### src/design/afhp_pkg.sv
// ----------------------------------------------------------------------------
// afhp_pkg
// Shared types and constants for the audio file header parser.
// ----------------------------------------------------------------------------
package afhp_pkg;

  // parser phases
  typedef enum logic [3:0] {
    PH_IDLE      = 4'd0,
    PH_LEAD      = 4'd1,
    PH_ID3       = 4'd2,
    PH_RIFF      = 4'd3,
    PH_HDR       = 4'd4,
    PH_HDR_FMT   = 4'd5,
    PH_HDR_DATA  = 4'd6,
    PH_HDR_OTHER = 4'd7,
    PH_BODY_FMT  = 4'd8,
    PH_BODY_SKIP = 4'd9,
    PH_DONE      = 4'd10
  } afhp_phase_t;

  // container kind codes
  localparam logic [2:0] K_PLAIN     = 3'd0;
  localparam logic [2:0] K_ID3       = 3'd1;
  localparam logic [2:0] K_WAV       = 3'd2;
  localparam logic [2:0] K_NOT_WAVE  = 3'd3;
  localparam logic [2:0] K_NO_FMT    = 3'd4;
  localparam logic [2:0] K_BAD_SIZE  = 3'd5;
  localparam logic [2:0] K_TRUNC     = 3'd6;
  localparam logic [2:0] K_SHORT_FMT = 3'd7;

  // tags as little-endian words
  localparam logic [23:0] WORD_ID3  = 24'h334449;
  localparam logic [31:0] WORD_RIFF = 32'h46464952;
  localparam logic [31:0] WORD_WAVE = 32'h45564157;
  localparam logic [31:0] WORD_FMT  = 32'h20746D66;
  localparam logic [31:0] WORD_DATA = 32'h61746164;

  localparam logic [31:0] FIRST_CHUNK    = 32'd12;
  localparam logic [31:0] ID3_HEADER_LEN = 32'd10;
  localparam logic [31:0] MIN_FMT_LEN    = 32'd16;

  // one input byte with its markers
  typedef struct packed {
    logic [7:0] data_byte;
    logic       start_of_file;
    logic       end_of_file;
  } afhp_item_t;

  // one result
  typedef struct packed {
    logic [2:0]  container_kind;
    logic [31:0] data_offset;
    logic        is_integer_pcm;
    logic [7:0]  channel_count;
    logic [31:0] sample_rate;
    logic [7:0]  sample_bits;
  } afhp_result_t;

endpackage

### src/design/afhp_in_if.sv
// ----------------------------------------------------------------------------
// afhp_in_if
// Input byte channel: valid/ready handshake with one file byte per transaction.
// ----------------------------------------------------------------------------
interface afhp_in_if;
  logic       valid;
  logic       ready;
  logic [7:0] data_byte;
  logic       start_of_file;
  logic       end_of_file;

  modport source (output valid, data_byte, start_of_file, end_of_file, input ready);
  modport sink   (input valid, data_byte, start_of_file, end_of_file, output ready);
endinterface

### src/design/afhp_out_if.sv
// ----------------------------------------------------------------------------
// afhp_out_if
// Result channel: valid/ready handshake with one header summary per transaction.
// ----------------------------------------------------------------------------
interface afhp_out_if;
  logic        valid;
  logic        ready;
  logic [2:0]  container_kind;
  logic [31:0] data_offset;
  logic        is_integer_pcm;
  logic [7:0]  channel_count;
  logic [31:0] sample_rate;
  logic [7:0]  sample_bits;

  modport source (output valid, container_kind, data_offset, is_integer_pcm,
                  channel_count, sample_rate, sample_bits, input ready);
  modport sink   (input valid, container_kind, data_offset, is_integer_pcm,
                  channel_count, sample_rate, sample_bits, output ready);
endinterface

### src/design/afhp_in_stage.sv
// ----------------------------------------------------------------------------
// afhp_in_stage
// Input register: holds one accepted byte until the parser consumes it.
// ----------------------------------------------------------------------------
module afhp_in_stage (
  input  logic                clk,
  input  logic                rst_n,
  input  logic                in_valid,
  output logic                in_ready,
  input  afhp_pkg::afhp_item_t in_item,
  input  logic                advance,
  output logic                item_valid,
  output afhp_pkg::afhp_item_t item
);

  logic                 valid_r;
  logic                 valid_nxt;
  afhp_pkg::afhp_item_t item_r;

  // free when empty or when the held byte moves on this cycle
  assign in_ready   = !valid_r || advance;
  assign valid_nxt  = in_ready ? in_valid : valid_r;
  assign item_valid = valid_r;
  assign item       = item_r;

  // valid flag
  always_ff @(posedge clk) begin
    if (!rst_n) begin
      valid_r <= 1'b0;
    end else begin
      valid_r <= valid_nxt;
    end
  end

  // payload
  always_ff @(posedge clk) begin
    if (in_ready && in_valid) begin
      item_r <= in_item;
    end
  end

endmodule

### src/design/afhp_parse.sv
// ----------------------------------------------------------------------------
// afhp_parse
// Header parse state machine: one byte per step, gives at most one result
// per file.
// ----------------------------------------------------------------------------
module afhp_parse (
  input  logic                  clk,
  input  logic                  rst_n,
  input  logic                  step,
  input  afhp_pkg::afhp_item_t  item,
  output logic                  res_valid,
  output afhp_pkg::afhp_result_t res
);

  afhp_pkg::afhp_phase_t phase_r, phase_nxt, cur_phase;
  logic [31:0] pos_r, pos_nxt, cur_pos;
  logic [31:0] cs_r, cs_nxt, cur_cs;
  logic [31:0] ce_r, ce_nxt, cur_ce;
  logic [31:0] fs_r, fs_nxt, cur_fs;
  logic        fmt_seen_r, fmt_seen_nxt, cur_fmt_seen;
  logic        pcm_r, pcm_nxt, cur_pcm;
  logic [7:0]  chan_r, chan_nxt, cur_chan;
  logic [31:0] rate_r, rate_nxt, cur_rate;
  logic [7:0]  bits_r, bits_nxt, cur_bits;

  logic        sof;
  logic        active;
  logic [31:0] fs_new;
  logic [31:0] rel;
  logic [31:0] pos_inc;
  logic [27:0] syncsafe;
  logic        emit;
  logic [2:0]  kind;
  logic [31:0] offset;

  assign sof = item.start_of_file;

  // start of file restarts everything from the reset view, but in the lead phase
  assign cur_phase    = sof ? afhp_pkg::PH_LEAD : phase_r;
  assign cur_pos      = sof ? 32'd0 : pos_r;
  assign cur_cs       = sof ? afhp_pkg::FIRST_CHUNK : cs_r;
  assign cur_ce       = sof ? 32'd0 : ce_r;
  assign cur_fs       = sof ? 32'd0 : fs_r;
  assign cur_fmt_seen = sof ? 1'b0 : fmt_seen_r;
  assign cur_pcm      = sof ? 1'b0 : pcm_r;
  assign cur_chan     = sof ? 8'd0 : chan_r;
  assign cur_rate     = sof ? 32'd0 : rate_r;
  assign cur_bits     = sof ? 8'd0 : bits_r;

  // shifted word, offsets
  assign fs_new   = {item.data_byte, cur_fs[31:8]};
  assign rel      = cur_pos - cur_cs;
  assign pos_inc  = cur_pos + 32'd1;
  assign syncsafe = {fs_new[6:0], fs_new[14:8], fs_new[22:16], fs_new[30:24]};
  assign active   = step && (cur_phase != afhp_pkg::PH_IDLE)
                         && (cur_phase != afhp_pkg::PH_DONE);

  // next state and result
  always_comb begin
    phase_nxt    = cur_phase;
    pos_nxt      = cur_pos;
    cs_nxt       = cur_cs;
    ce_nxt       = cur_ce;
    fs_nxt       = cur_fs;
    fmt_seen_nxt = cur_fmt_seen;
    pcm_nxt      = cur_pcm;
    chan_nxt     = cur_chan;
    rate_nxt     = cur_rate;
    bits_nxt     = cur_bits;
    emit         = 1'b0;
    kind         = afhp_pkg::K_PLAIN;
    offset       = 32'd0;
    if (active) begin
      fs_nxt  = fs_new;
      pos_nxt = pos_inc;
      unique case (cur_phase) inside
        afhp_pkg::PH_LEAD: begin
          if (cur_pos == 32'd2 && fs_new[31:8] == afhp_pkg::WORD_ID3) begin
            phase_nxt = afhp_pkg::PH_ID3;
          end else if (cur_pos >= 32'd3) begin
            if (fs_new == afhp_pkg::WORD_RIFF) begin
              phase_nxt = afhp_pkg::PH_RIFF;
            end else begin
              emit = 1'b1;
              kind = afhp_pkg::K_PLAIN;
            end
          end
        end
        afhp_pkg::PH_ID3: begin
          if (cur_pos == 32'd9) begin
            emit   = 1'b1;
            kind   = afhp_pkg::K_ID3;
            offset = {4'd0, syncsafe} + afhp_pkg::ID3_HEADER_LEN;
          end
        end
        afhp_pkg::PH_RIFF: begin
          if (cur_pos == 32'd11) begin
            if (fs_new != afhp_pkg::WORD_WAVE) begin
              emit = 1'b1;
              kind = afhp_pkg::K_NOT_WAVE;
            end else begin
              cs_nxt    = afhp_pkg::FIRST_CHUNK;
              phase_nxt = afhp_pkg::PH_HDR;
            end
          end
        end
        afhp_pkg::PH_HDR: begin
          if (rel == 32'd3) begin
            if (fs_new == afhp_pkg::WORD_FMT) begin
              phase_nxt = afhp_pkg::PH_HDR_FMT;
            end else if (fs_new == afhp_pkg::WORD_DATA) begin
              phase_nxt = afhp_pkg::PH_HDR_DATA;
            end else begin
              phase_nxt = afhp_pkg::PH_HDR_OTHER;
            end
          end
        end
        afhp_pkg::PH_HDR_FMT, afhp_pkg::PH_HDR_DATA, afhp_pkg::PH_HDR_OTHER: begin
          if (rel == 32'd7) begin
            // body ends where the next header begins: chunk start + 8 + size
            ce_nxt = pos_inc + fs_new;
            if (cur_phase == afhp_pkg::PH_HDR_FMT) begin
              if (fs_new < afhp_pkg::MIN_FMT_LEN) begin
                emit = 1'b1;
                kind = afhp_pkg::K_SHORT_FMT;
              end else begin
                fmt_seen_nxt = 1'b1;
                phase_nxt    = afhp_pkg::PH_BODY_FMT;
              end
            end else if (cur_phase == afhp_pkg::PH_HDR_DATA) begin
              emit = 1'b1;
              if (!cur_fmt_seen) begin
                kind = afhp_pkg::K_NO_FMT;
              end else if (fs_new == 32'hFFFF_FFFF) begin
                kind = afhp_pkg::K_BAD_SIZE;
              end else begin
                kind   = afhp_pkg::K_WAV;
                offset = pos_inc;
              end
            end else begin
              phase_nxt = afhp_pkg::PH_BODY_SKIP;
            end
          end
        end
        afhp_pkg::PH_BODY_FMT, afhp_pkg::PH_BODY_SKIP: begin
          if (cur_pos == cur_ce) begin
            // this byte opens the next chunk header
            cs_nxt    = cur_pos;
            phase_nxt = afhp_pkg::PH_HDR;
          end else if (cur_phase == afhp_pkg::PH_BODY_FMT) begin
            if (rel == 32'd9) begin
              pcm_nxt = (fs_new[31:16] == 16'd1);
            end else if (rel == 32'd10) begin
              chan_nxt = item.data_byte;
            end else if (rel == 32'd15) begin
              rate_nxt = fs_new;
            end else if (rel == 32'd22) begin
              bits_nxt = item.data_byte;
            end
          end
        end
        default: begin
        end
      endcase
      // last byte without a result
      if (!emit && item.end_of_file) begin
        emit   = 1'b1;
        kind   = afhp_pkg::K_TRUNC;
        offset = 32'd0;
      end
      if (emit) begin
        phase_nxt = afhp_pkg::PH_DONE;
      end
    end
  end

  // result payload, format fields only for a wave result
  always_comb begin
    res_valid          = emit;
    res.container_kind = kind;
    res.data_offset    = offset;
    res.is_integer_pcm = (kind == afhp_pkg::K_WAV) ? cur_pcm : 1'b0;
    res.channel_count  = (kind == afhp_pkg::K_WAV) ? cur_chan : 8'd0;
    res.sample_rate    = (kind == afhp_pkg::K_WAV) ? cur_rate : 32'd0;
    res.sample_bits    = (kind == afhp_pkg::K_WAV) ? cur_bits : 8'd0;
  end

  // state registers
  always_ff @(posedge clk) begin
    if (!rst_n) begin
      phase_r    <= afhp_pkg::PH_IDLE;
      pos_r      <= 32'd0;
      cs_r       <= afhp_pkg::FIRST_CHUNK;
      ce_r       <= 32'd0;
      fs_r       <= 32'd0;
      fmt_seen_r <= 1'b0;
      pcm_r      <= 1'b0;
      chan_r     <= 8'd0;
      rate_r     <= 32'd0;
      bits_r     <= 8'd0;
    end else if (step) begin
      phase_r    <= phase_nxt;
      pos_r      <= pos_nxt;
      cs_r       <= cs_nxt;
      ce_r       <= ce_nxt;
      fs_r       <= fs_nxt;
      fmt_seen_r <= fmt_seen_nxt;
      pcm_r      <= pcm_nxt;
      chan_r     <= chan_nxt;
      rate_r     <= rate_nxt;
      bits_r     <= bits_nxt;
    end
  end

endmodule

### src/design/afhp_out_stage.sv
// ----------------------------------------------------------------------------
// afhp_out_stage
// Result register: holds one result until the receiver takes it.
// ----------------------------------------------------------------------------
module afhp_out_stage (
  input  logic                  clk,
  input  logic                  rst_n,
  input  logic                  res_load,
  input  afhp_pkg::afhp_result_t res,
  output logic                  slot_free,
  output logic                  out_valid,
  input  logic                  out_ready,
  output afhp_pkg::afhp_result_t out_res
);

  logic                   valid_r;
  logic                   valid_nxt;
  afhp_pkg::afhp_result_t res_r;

  // slot can be refilled when empty or drained this cycle
  assign slot_free = !valid_r || out_ready;
  assign out_valid = valid_r;
  assign out_res   = res_r;

  always_comb begin
    if (res_load) begin
      valid_nxt = 1'b1;
    end else if (out_ready) begin
      valid_nxt = 1'b0;
    end else begin
      valid_nxt = valid_r;
    end
  end

  // valid flag
  always_ff @(posedge clk) begin
    if (!rst_n) begin
      valid_r <= 1'b0;
    end else begin
      valid_r <= valid_nxt;
    end
  end

  // payload
  always_ff @(posedge clk) begin
    if (res_load) begin
      res_r <= res;
    end
  end

endmodule

### src/design/audio_file_header_parser.sv
// ----------------------------------------------------------------------------
// audio_file_header_parser
// Finds the container kind and audio payload offset of an ID3 tagged, RIFF
// wave or plain mp3 file from its leading bytes.
// ----------------------------------------------------------------------------
// Usage:
//   in_ch carries one file byte per transaction; start_of_file marks byte 0
//   and restarts the parse, end_of_file marks the last byte. Bytes before
//   the first start are dropped, as are bytes after a file's result.
//   out_ch carries at most one result per file: kind, payload offset and,
//   for a wave file, the captured fmt fields.
//   Throughput is one byte per cycle while results keep being taken. A byte
//   is held in the input register and parsed there; its result is loaded
//   into the result register, which raises out_ch.valid, once the result
//   slot is free, and the receiver takes it with out_ch.ready.
//   When the receiver stalls with a result pending, the parser holds the
//   next byte in the input register and in_ch.ready drops once that
//   register is occupied; nothing is lost.
//   Reset (rst_n low, synchronous) empties both registers and returns the
//   parser to waiting for a start of file.
// ----------------------------------------------------------------------------
module audio_file_header_parser (
  input logic      clk,
  input logic      rst_n,
  afhp_in_if.sink   in_ch,
  afhp_out_if.source out_ch
);

  afhp_pkg::afhp_item_t   in_item;
  afhp_pkg::afhp_item_t   item;
  afhp_pkg::afhp_result_t res;
  afhp_pkg::afhp_result_t out_res;
  logic                   item_valid;
  logic                   slot_free;
  logic                   advance;
  logic                   res_valid;

  assign in_item.data_byte     = in_ch.data_byte;
  assign in_item.start_of_file = in_ch.start_of_file;
  assign in_item.end_of_file   = in_ch.end_of_file;

  // a byte is parsed when the result slot can take whatever it produces
  assign advance = item_valid && slot_free;

  afhp_in_stage u_in_stage (
    .clk        (clk),
    .rst_n      (rst_n),
    .in_valid   (in_ch.valid),
    .in_ready   (in_ch.ready),
    .in_item    (in_item),
    .advance    (advance),
    .item_valid (item_valid),
    .item       (item)
  );

  afhp_parse u_parse (
    .clk       (clk),
    .rst_n     (rst_n),
    .step      (advance),
    .item      (item),
    .res_valid (res_valid),
    .res       (res)
  );

  afhp_out_stage u_out_stage (
    .clk       (clk),
    .rst_n     (rst_n),
    .res_load  (res_valid),
    .res       (res),
    .slot_free (slot_free),
    .out_valid (out_ch.valid),
    .out_ready (out_ch.ready),
    .out_res   (out_res)
  );

  assign out_ch.container_kind = out_res.container_kind;
  assign out_ch.data_offset    = out_res.data_offset;
  assign out_ch.is_integer_pcm = out_res.is_integer_pcm;
  assign out_ch.channel_count  = out_res.channel_count;
  assign out_ch.sample_rate    = out_res.sample_rate;
  assign out_ch.sample_bits    = out_res.sample_bits;

endmodule

### src/flat_wrapper.sv
// flat-port wrapper written by rule: the top's interface ports become plain ports
module audio_file_header_parser_flat 
  (clk, rst_n, in_ch_valid, in_ch_data_byte, in_ch_start_of_file, in_ch_end_of_file, in_ch_ready, out_ch_valid, out_ch_container_kind, out_ch_data_offset, out_ch_is_integer_pcm, out_ch_channel_count, out_ch_sample_rate, out_ch_sample_bits, out_ch_ready);
  afhp_in_if in_ch_i ();
  afhp_out_if out_ch_i ();
  input logic clk;
  input logic rst_n;
  input wire logic [$bits(in_ch_i.valid)-1:0] in_ch_valid;
  input wire logic [$bits(in_ch_i.data_byte)-1:0] in_ch_data_byte;
  input wire logic [$bits(in_ch_i.start_of_file)-1:0] in_ch_start_of_file;
  input wire logic [$bits(in_ch_i.end_of_file)-1:0] in_ch_end_of_file;
  output wire logic [$bits(in_ch_i.ready)-1:0] in_ch_ready;
  output wire logic [$bits(out_ch_i.valid)-1:0] out_ch_valid;
  output wire logic [$bits(out_ch_i.container_kind)-1:0] out_ch_container_kind;
  output wire logic [$bits(out_ch_i.data_offset)-1:0] out_ch_data_offset;
  output wire logic [$bits(out_ch_i.is_integer_pcm)-1:0] out_ch_is_integer_pcm;
  output wire logic [$bits(out_ch_i.channel_count)-1:0] out_ch_channel_count;
  output wire logic [$bits(out_ch_i.sample_rate)-1:0] out_ch_sample_rate;
  output wire logic [$bits(out_ch_i.sample_bits)-1:0] out_ch_sample_bits;
  input wire logic [$bits(out_ch_i.ready)-1:0] out_ch_ready;
  assign in_ch_i.valid = in_ch_valid;
  assign in_ch_i.data_byte = in_ch_data_byte;
  assign in_ch_i.start_of_file = in_ch_start_of_file;
  assign in_ch_i.end_of_file = in_ch_end_of_file;
  assign in_ch_ready = in_ch_i.ready;
  assign out_ch_valid = out_ch_i.valid;
  assign out_ch_container_kind = out_ch_i.container_kind;
  assign out_ch_data_offset = out_ch_i.data_offset;
  assign out_ch_is_integer_pcm = out_ch_i.is_integer_pcm;
  assign out_ch_channel_count = out_ch_i.channel_count;
  assign out_ch_sample_rate = out_ch_i.sample_rate;
  assign out_ch_sample_bits = out_ch_i.sample_bits;
  assign out_ch_i.ready = out_ch_ready;
  audio_file_header_parser u_core (.clk(clk), .rst_n(rst_n), .in_ch(in_ch_i), .out_ch(out_ch_i));
endmodule
### config.mk
export PLATFORM = sky130hd
export DESIGN_NAME = audio_file_header_parser_flat
export DESIGN_NICKNAME = d
export VERILOG_FILES = /design/src/design/afhp_pkg.sv /design/src/design/afhp_in_if.sv /design/src/design/afhp_out_if.sv /design/src/design/afhp_in_stage.sv /design/src/design/afhp_parse.sv /design/src/design/afhp_out_stage.sv /design/src/design/audio_file_header_parser.sv /design/src/flat_wrapper.sv
export SDC_FILE = /design/constraint.sdc
export NUM_CORES = 1
export LEC_CHECK = 0
export ABC_AREA = 1
export BUFFER_PORTS_ARGS = -buffer_cell sky130_fd_sc_hd__buf_2
export CAP_MARGIN = 20
export CORE_ASPECT_RATIO = 0.6
export CORE_MARGIN = 2
export CORE_UTILIZATION = 45
export DETAILED_ROUTE_END_ITERATION = 8
export PLACE_DENSITY = 0.73
export SLEW_MARGIN = 25
export SYNTH_ARGS = -nofsm -noshare
export SYNTH_HDL_FRONTEND = slang
export SYNTH_SLANG_ARGS = --single-unit
export TNS_END_PERCENT = 10
### constraint.sdc
create_clock -name clk -period 6.2 [get_ports clk]
set_clock_uncertainty 0.05 [all_clocks]
set_input_delay 1.24 -clock clk [delete_from_list [all_inputs] [get_ports clk]]
set_output_delay 1.24 -clock clk [all_outputs]
set_load 0.02 [all_outputs]
### Yosys cells after proc, flatten, opt, wreduce, memory -nomap -nowiden

Cells that the tools add are included.

* bits in registers: 270
* input port bits: 14
* output and inout bits: 86
* word-level logic and storage cells: 175

* add/subtract/negate cells: 4
* magnitude comparators: 2
* equal/unequal tests: 28
* multiplexer cells: 103
* bitwise gates (word level): 1
* reductions and logical operators: 16

Operators with widths (count)
* $mux W32: 26
* $eq A32 B4 Y1 const B: 5
* $mux W8: 16
* $pmux W32 S2: 2
* $eq A32 B2 Y1 const B: 2
* $eq A32 B31 Y1 const B: 2
* $mux W4: 14
* $add A32 B1 Y32 const B: 1
* $add A32 B32 Y32: 1
* $eq A32 B3 Y1 const B: 1
* $eq A32 B30 Y1 const B: 1
* $eq A32 B32 Y1: 1
* $eq A32 B32 Y1 const B: 1
* $eq A32 B5 Y1 const B: 1
* $ge A32 B2 Y1 const B: 1
* $lt A32 B5 Y1 const B: 1
* $ne A32 B31 Y1 const B: 1
* $sub A32 B32 Y32: 1
* $mux W1: 30
* $add A28 B4 Y29 const B: 1
* $mux W29: 1
* $mux W3: 9
* $eq A24 B22 Y1 const B: 1
* $pmux W4 S5: 1
* other kinds (18): 33

### Logic depth before layout (Yosys ltp)

Gate-level depths: netlist of the first run.

* depth in word-level cells: 13
* gate-level depth with buffers: 37
* mapped depth without buffers: 33

### Modules after synthesis

Synthesis of the first run repeated with hierarchy kept, for this count alone.

* cells, all modules: 3269
* area total of the unflattened synthesis: 20608.5 um^2

Modules (own cells, without submodules)
* afhp_parse: times used 1, cells an instance 3160, area an instance 17680.7 um^2, seq. area each 3483.3 um^2
* afhp_out_stage: times used 1, cells an instance 90, area an instance 2568.7 um^2, seq. area each 2542.4 um^2
* afhp_in_stage: times used 1, cells an instance 17, area an instance 351.6 um^2, seq. area each 320.3 um^2
* audio_file_header_parser: times used 1, cells an instance 2, area an instance 7.5 um^2, seq. area each 0.0 um^2

### Worst setup path after synthesis of the first run

Ideal clock, no wire load.

* path type: register to register
* start: register u_core.u_in_stage.item_r, in the netlist u_core.u_in_stage.item[1]
* end: register u_core.u_out_stage.res_r, in the netlist u_core.u_out_stage.out_res[0] (enable)
* library setup time: 437 ps
* arrival time: 5104 ps
* required time: 5713 ps
* setup slack: 608 ps
* cell stages (with the launch flop): 26
* buffers on the path: 5
* clock period less this slack: 5592 ps
* cells stage by stage: edfxtp_1 buf_2 buf_2 buf_2 buf_1 clkbuf_1 nor2_1 inv_1 ha_1 inv_1 o21ai_0 nand2_1 nand2_1 a21oi_1 nand2_1 nand2_1 nand2_1 nand2_1 nand2_1 nor2_1 nand2_1 nor2_4 nand4_2 nand4_1 nand2_1 inv_1

* word-level cells in the longest chain between the ends: 12
* elaborated cells on any way between the ends: 43
* those cells by class: 1 x add/sub; 2 x order compare; 14 x eq/ne; 19 x mux; 7 x reduce/logical

RTL lines
* start, declared: line afhp_in_stage.sv:18 `afhp_pkg::afhp_item_t item_r;`
* start signal, assigned: line afhp_in_stage.sv:38 `item_r <= in_item;`
* parallel branches: the longest is 11 deep, another holds $sub A32 B32 Y32
* $mux W1 *: line afhp_parse.sv:73 `if (active) begin`
* named net u_core.res_valid: line audio_file_header_parser.sv:36 `logic res_valid;`
* end signal, assigned: line afhp_out_stage.sv:47 `res_r <= res;`
* end, declared: line afhp_out_stage.sv:18 `afhp_pkg::afhp_result_t res_r;`

Mark *: on every way through the listed nets, which the timed path passes. The select of a mux whose other input is x is not followed.
A chain may end at the register's enable or synchronous reset.

### Worst setup path after layout of the first run

* start: register u_core.u_in_stage.item_r, in the netlist u_core.u_in_stage.item[1]
* end: register u_core.u_out_stage.res_r, in the netlist u_core.u_out_stage.out_res[79], data pin

* word-level cells in the longest chain between the ends: 10
* elaborated cells on any way between the ends: 51
* those cells by class: 2 x add/sub; 2 x order compare; 15 x eq/ne; 23 x mux; 1 x bitwise; 8 x reduce/logical

RTL lines
* parallel branches: the longest is 10 deep, another holds $sub A32 B32 Y32

Several ways; the timed one is not identified. The select of a mux whose other input is x is not followed.

==> flow_summary.toml, run 1 <==
[critical_path]
critPathKind = "reg2reg"
critPathSlowestCell = "nor2_1"
crit_required_ns = 6.44
crit_path_end_kind = "flop"
critPathMaxStageDelay_ns = 0.61
cp-start-kind = "flop"
cpMostUsedCell = "nand2_1"
cp_cell_sequence = "inv_4 > buf_4 > nand3_1 > nand2_1 > nor2_1 > nand2_1 > inv_1 > nand2_1 > nand2_1 > a21oi_1 > nand2_1 > nand2_1 > nand2_1 > nor2_1 > nand2_1 > nor2_4 > nand4_1 > inv_2 > nand3_1 > nor2_1"
crit_arrival_ns = 6.00
critical_path_peak_fanout = 48

[power]
power.leakage_nw = 9.83
vdd_ir_drop_max_mv = 0.247
p_per_area_mw_per_mm2 = 191

[floorplan]
coreArea_mm2 = 0.0448
dieArea_mm2 = 0.0473
initial_utilization_pct = 45.7
io_pins = 100
die_y_um = 169
num_rows = 60
die_w_um = 279

[detailed_routing]
drt_pass1_iterations = 9
via_per_inst = 5.85
ant_nets = 0
drt-initial-drc-count = 3919
drcViolationCount = 0
wl_um = 80700
vias = 22800
wl_per_cell_um = 20.7

[placed_design]
portBuffers = 99
routabilityCongestion = 1.09
place_hpwl_um = 62400

[sta]
worstMarginPinSlew_ns = 1.10
fmax_ghz = 0.174
slew-limit-headroom_pct = 26.1
hold_violations = 0
slew_viol_final = 0
period_minus_slack_ns = 5.76
setup_violations = 0
hold_ws_ns = 0.413
fin_crit_sh_pct = 92.9
finalSetupTns_ns = 0
rsz0062_at_grt = "false"

[synthesis]
syn-cell-area_mm2 = 0.0205
postSynthAreaPerCell_um2 = 6.29
synth_seq_area_share_pct = 31.0
syn-instance-count = 3255
yosys_warnings = 0
ys_seq_elements = 270
synth_ff_type = "dfxtp_1"
synth_nets = 3321
synth_edf_count = 94
ys_types = 54
synthArstFlopShare_pct = 0

[global_route]
antenna_found_initial = 0
gr-usage-all-layers_pct = 33.5
first_global_vias = 19500
grt_first_pass_wirelength_um = 122000
grt_max_degree = 187
gr-total-overflow = 0

[final_layout]
nets = 3358
final_common_cell = "nand2_1"
drive_above_1_share_pct = 8.33
layout_common_cells = "764 x nand2_1, 481 x inv_1, 329 x nor2_1"
area_growth_pct = 9.87
antenna_cells = 0

[clock_network]
root_buffer = "clkbuf_16"
tritoncts = "built"
path_clk_slew_ns = 0.07
postCtsHoldBufs = 0
cts_buffers = 28
cts_htree_levels = 1
cts_buffer_depth = 3
cts_sinks = 270
clk_latency_ns = 0.60

[worst_hold_path]
min_path_type = "reg2reg"

[run]
cap_violations = 0

[status]
outcome = "finished, final reports clean"
## metal layers
metal  global-route usage (%)  wire, µm  vias up
li1                         -         -    10800
met1                     55.0     38500    10300
met2                     38.9     27000     1558
met3                     13.5     13900      104
met4                     5.00      1280        0
met5                        0         0        -
## critical path: cells and delay by family, from the launching register on
kind	cells	cell delay [ns]
DFF	1	0.47
and+or+nand+nor	15	3.59
AOI/OAI and AO/OA	1	0.20
buffers and inverters	4	1.10
## path summary, 6_finish.rpt
check | start | endpoint | slack [ns] | depth (start not counted)
worst min register to register | u_core.u_parse.cs_r[28] | u_core.u_parse.cs_r[28] | 0.41 | 2
worst max register to register | u_core.u_in_stage.item[1] | u_core.u_out_stage.out_res[79] | 0.44 | 20
worst min-delay path | u_core.u_parse.cs_r[28] | u_core.u_parse.cs_r[28] | 0.41 | 2
worst max-delay path | u_core.u_in_stage.item[1] | u_core.u_out_stage.out_res[79] | 0.44 | 20
## cells in the mapped netlist (3+ instances only)
master	instances	share of area, %
edfxtp_1	94	14
nor3_1	93	2.3
o21ai_0	162	4.0
a21oi_1	268	6.6
o21bai_1	3	0.11
a211oi_1	33	1.2
a31oi_1	31	0.95
or2_2	3	0.092
clkinv_1	8	0.15
buf_1	12	0.22
xor2_1	49	2.1
nor2_1	332	6.1
ha_1	50	3.1
o22ai_1	5	0.15
o21ai_1	19	0.46
buf_4	3	0.11
dfxtp_1	176	17
inv_2	24	0.44
o2111ai_1	7	0.30
nor4_1	20	0.61
nand2_1	765	14
nand4_1	82	2.5
o21a_1	3	0.11
and2_1	6	0.18
buf_2	27	0.66
nand3b_1	5	0.18
buf_6	4	0.22
nor2_2	15	0.46
o221ai_1	6	0.26
nor3_2	11	0.54
a21oi_2	10	0.43
a221oi_1	4	0.17
a21o_1	5	0.18
xnor2_1	16	0.68
o211ai_1	27	0.99
clkbuf_1	95	1.7
nor2_4	3	0.17
o31ai_1	5	0.18
inv_1	485	8.9
nand3_1	269	6.6
## sequential cells by signal, indices dropped and copies added, names as in the netlist, 4 cells and up
name	count
u_core.u_parse.phase_r	4
u_core.u_parse.ce_r	32
u_core.u_parse.fs_r	24
u_core.u_parse.bits_r	8
u_core.u_out_stage.out_res	84
u_core.u_in_stage.item	10
u_core.u_parse.cs_r	32
u_core.u_parse.pos_r	32
u_core.u_parse.chan_r	8
u_core.u_parse.rate_r	32
## report_power, final
part | internal [mW] | leakage [nW] | switching (mW) | total, mW
clock | 0.969 | 0.439 | 0.800 | 1.77
combinational | 0.146 | 6.97 | 0.442 | 0.588
sequential | 1.88 | 2.42 | 0.0506 | 1.93
## repair_timing
| item | 4_1_cts | 5_1_grt |
|---|---|---|
| setup buffers | 0 | 0 |
| gates resized for setup | 0 | 1 |
| setup endpoints to repair | 0 | 1 |
## kinds of logic after synthesis
family	Yosys count	synth area share (%)
AND/OR/NAND/NOR	1613	34.1
adder cells (fa/ha/maj)	52	3.25
AO/OA/AOI/OAI	597	16.4
flip-flops	270	31.0
buffers and inverters	658	12.4
XOR/XNOR	65	2.78
## cell type report
cell class / count / area [µm²]
Inverter: 517 / 1950
Sequential cell: 270 / 6350
Clock buffer: 36 / 731
Fill cell: 4618 / 22300
Timing Repair Buffer: 148 / 926
Clock inverter: 16 / 190
Multi-Input combinational cell: 2327 / 11600
Tap cell: 589 / 737
## per-stage QoR
step | power, mW | worst slack [ns] | cells | instance area (µm²) | utilization [%]
after floorplan | 2.33 | 0.608 | 3255 | 20500 | -
after global placement | 2.52 | 0.820 | 3851 | 21600 | 48.1
after detailed placement | 2.52 | 0.750 | 3851 | 21600 | 48.1
after CTS | 4.27 | 0.739 | 3903 | 22500 | 50.2
after global routing | 4.42 | 0.0672 | 3903 | 22500 | 50.2
final | 4.29 | 0.440 | 3903 | 22500 | 50.2
No activity file was read; power rests on OpenSTA's default activity.
==> run 2: changes to the inputs <==
- CORE_UTILIZATION: 45 -> 25
- PLACE_DENSITY: 0.73 -> 0.5
==> run 2 against run 1 <==
Worst hold slack got worse by 0.0014 ns. Routed wire length increased by 17%. Clock-buffer cell count decreased by 4. Via count hardly changed. Die area rose by 78%. Setup slack better by 0.063 ns. Fmax up 1.1%. Critical path depth increased by 11. Design area grew 3.1%. First-iteration DRC count down 25%. Clock power about the same. Largest power group unchanged.
==> flow_summary.toml, run 2 (synthesis gave the netlist of run 1 again) <==
[detailed_routing]
wl_per_cell_um = 21.3
top_layer = "met5"
drt-initial-drc-count = 2926
via_per_inst = 5.18
drt_pass1_iterations = 6
routedLengthMet1_um = 49900
drcViolationCount = 0
vias = 22800
met3_wirelength_um = 13100
ant_nets = 0
wl_um = 94100
wl_met2_um = 30000

[clock_network]
tritoncts = "built"
path_clk_slew_ns = 0.08
clk_latency_ns = 0.63
cts_sinks = 270
postCtsSetupRepairBufs = 0
cts_buffers = 28
cts_htree_levels = 1
root_buffer = "clkbuf_16"
postCtsHoldBufs = 0
ctsResizeCount = 0
cts_buffer_depth = 3

[critical_path]
endpoint = "u_core.u_parse.ce_r[31]"
crit_path_end_kind = "flop"
r2r-start = "u_core.u_in_stage.item[1]"
cp-start-kind = "flop"
r2r_slack_ns = 0.50
cpMostUsedCell = "nor2_1"
critPathKind = "reg2reg"
crit_required_ns = 6.67
critPathSlowestCell = "edfxtp_1"
worstSetupStartpoint = "u_core.u_in_stage.item[1]"
critPathMaxStageDelay_ns = 0.47
rr_worst_depth = 31
r2r-end = "u_core.u_parse.ce_r[31]"
path_delay_family = "simple AND/OR/NAND/NOR gates"
crit_arrival_ns = 6.17
worstPathBufferInverterCount = 6
critical_path_peak_fanout = 15
path_depth = 31

[worst_hold_path]
min_path_type = "reg2reg"

[placed_design]
pre_cts_ws_ns = 0.669
place_hpwl_um = 73200
portBuffers = 99
routabilityCongestion = 0.988
post_dp_cell_area_mm2 = 0.0223

[floorplan]
dieArea_mm2 = 0.0842
num_rows = 81
initial_utilization_pct = 25.2
die_y_um = 226
die_w_um = 373
coreArea_mm2 = 0.0813
io_pins = 100

[power]
p_per_area_mw_per_mm2 = 186
power.leakage_nw = 9.89
combPwrFrac_pct = 14.4
swShare_pct = 31.8
clockPowerShare_pct = 41.1
internal_power_mw = 2.95
vdd_ir_drop_max_mv = 0.194
p_seq_share_pct = 44.5
p_sw_mw = 1.37

[sta]
worstMarginPinSlew_ns = 1.20
hold_ws_ns = 0.412
period_minus_slack_ns = 5.70
setup_violations = 0
fmax_ghz = 0.176
finalSetupTns_ns = 0
slew-limit-headroom_pct = 19.4
fin_crit_sh_pct = 91.9
rsz0062_at_grt = "false"
hold_violations = 0
slew_viol_final = 0
setup_ws_ns = 0.503

[run]
cap_violations = 0

[final_layout]
area_growth_pct = 13.3
drive_above_1_share_pct = 8.71
nets = 3372
layout_common_cells = "764 x nand2_1, 481 x inv_1, 329 x nor2_1"
multiInputGateArea_mm2 = 0.0116
finalInstanceArea_mm2 = 0.0232
fin_util_pct = 28.5
nFillCells = 9213
final_common_cell = "nand2_1"
largest_reg_flops = 84
antenna_cells = 0
regArea_mm2 = 0.00635

[global_route]
gr-total-overflow = 0
gr-usage-all-layers_pct = 21.7
first_global_vias = 19700
grt_first_pass_wirelength_um = 137000
grt_max_degree = 156
antenna_found_initial = 2

[status]
outcome = "finished, final reports clean"
==> run 2: changes by cell type in the layout (fill, tap and decap cells not counted) <==
cell,change
clkinvlp_2,+1
buf_4,+13
inv_8,-1
bufinv_16,-1
clkinv_1,+4
clkbuf_1,-4
clkinv_2,-1
clkinv_4,+1
inv_4,+1
buf_12,+1
==> run 2: final cells by class <==
class,count,share of cell area [%]
Clock buffer,32,3.09
Clock inverter,20,0.766
Inverter,517,8.40
Multi-Input combinational cell,2327,50.1
Sequential cell,270,27.4
Tap cell,1079,5.82
Timing Repair Buffer,162,4.50
==> run 2: how the worst min path moves through the flow <==
stage                               from                   endpoint  slack [ns]  depth (start not counted)
6_report         u_core.u_parse.cs_r[27]    u_core.u_parse.cs_r[27]        0.41                          2
5_1_grt        u_core.u_parse.rate_r[18]  u_core.u_parse.rate_r[18]        0.43                          2
4_1_cts          u_core.u_parse.cs_r[24]    u_core.u_parse.cs_r[24]        0.41                          2
3_5_place_dp     u_core.u_parse.cs_r[27]    u_core.u_parse.cs_r[27]        0.40                          2
3_3_place_gp     u_core.u_parse.cs_r[29]    u_core.u_parse.cs_r[29]        0.40                          2
2_1_floorplan     u_core.u_parse.cs_r[0]     u_core.u_parse.cs_r[0]        0.39                          2
==> run 2: power groups by stage <==
stage / logic, mW / clock network, mW / registers [mW]
detailed placement: 0.599 / 0 / 1.96
global route: 0.673 / 1.87 / 1.93
floorplan: 0.375 / 0 / 1.96
finish: 0.623 / 1.78 / 1.92
global placement: 0.601 / 0 / 1.96
CTS: 0.601 / 1.79 / 1.92
==> run 2: stage by stage <==
step           power (mW)  instances
2_1_floorplan        2.33       3255
3_3_place_gp         2.56       4355
3_5_place_dp         2.56       4355
4_1_cts              4.32       4407
5_1_grt              4.47       4407
6_report             4.32       4407
==> run 2: worst register-to-register path, delay by kind of cell (launching register included) <==
kind,cells,cell delay (ns)
buffers and inverters,6,0.86
AO/OA/AOI/OAI,3,0.81
AND/OR/NAND/NOR,18,2.38
adder cells (fa/ha/maj),2,0.65
flip-flops,1,0.47
XOR/XNOR,2,0.37
==> run 2: metal layers <==
metal | GRT usage (%) | vias to the layer above
met1 | 37.2 | 10700
met4 | 2.14 | 2
met3 | 7.59 | 80
li1 | - | 10800
met2 | 24.2 | 1161
met5 | 0 | -
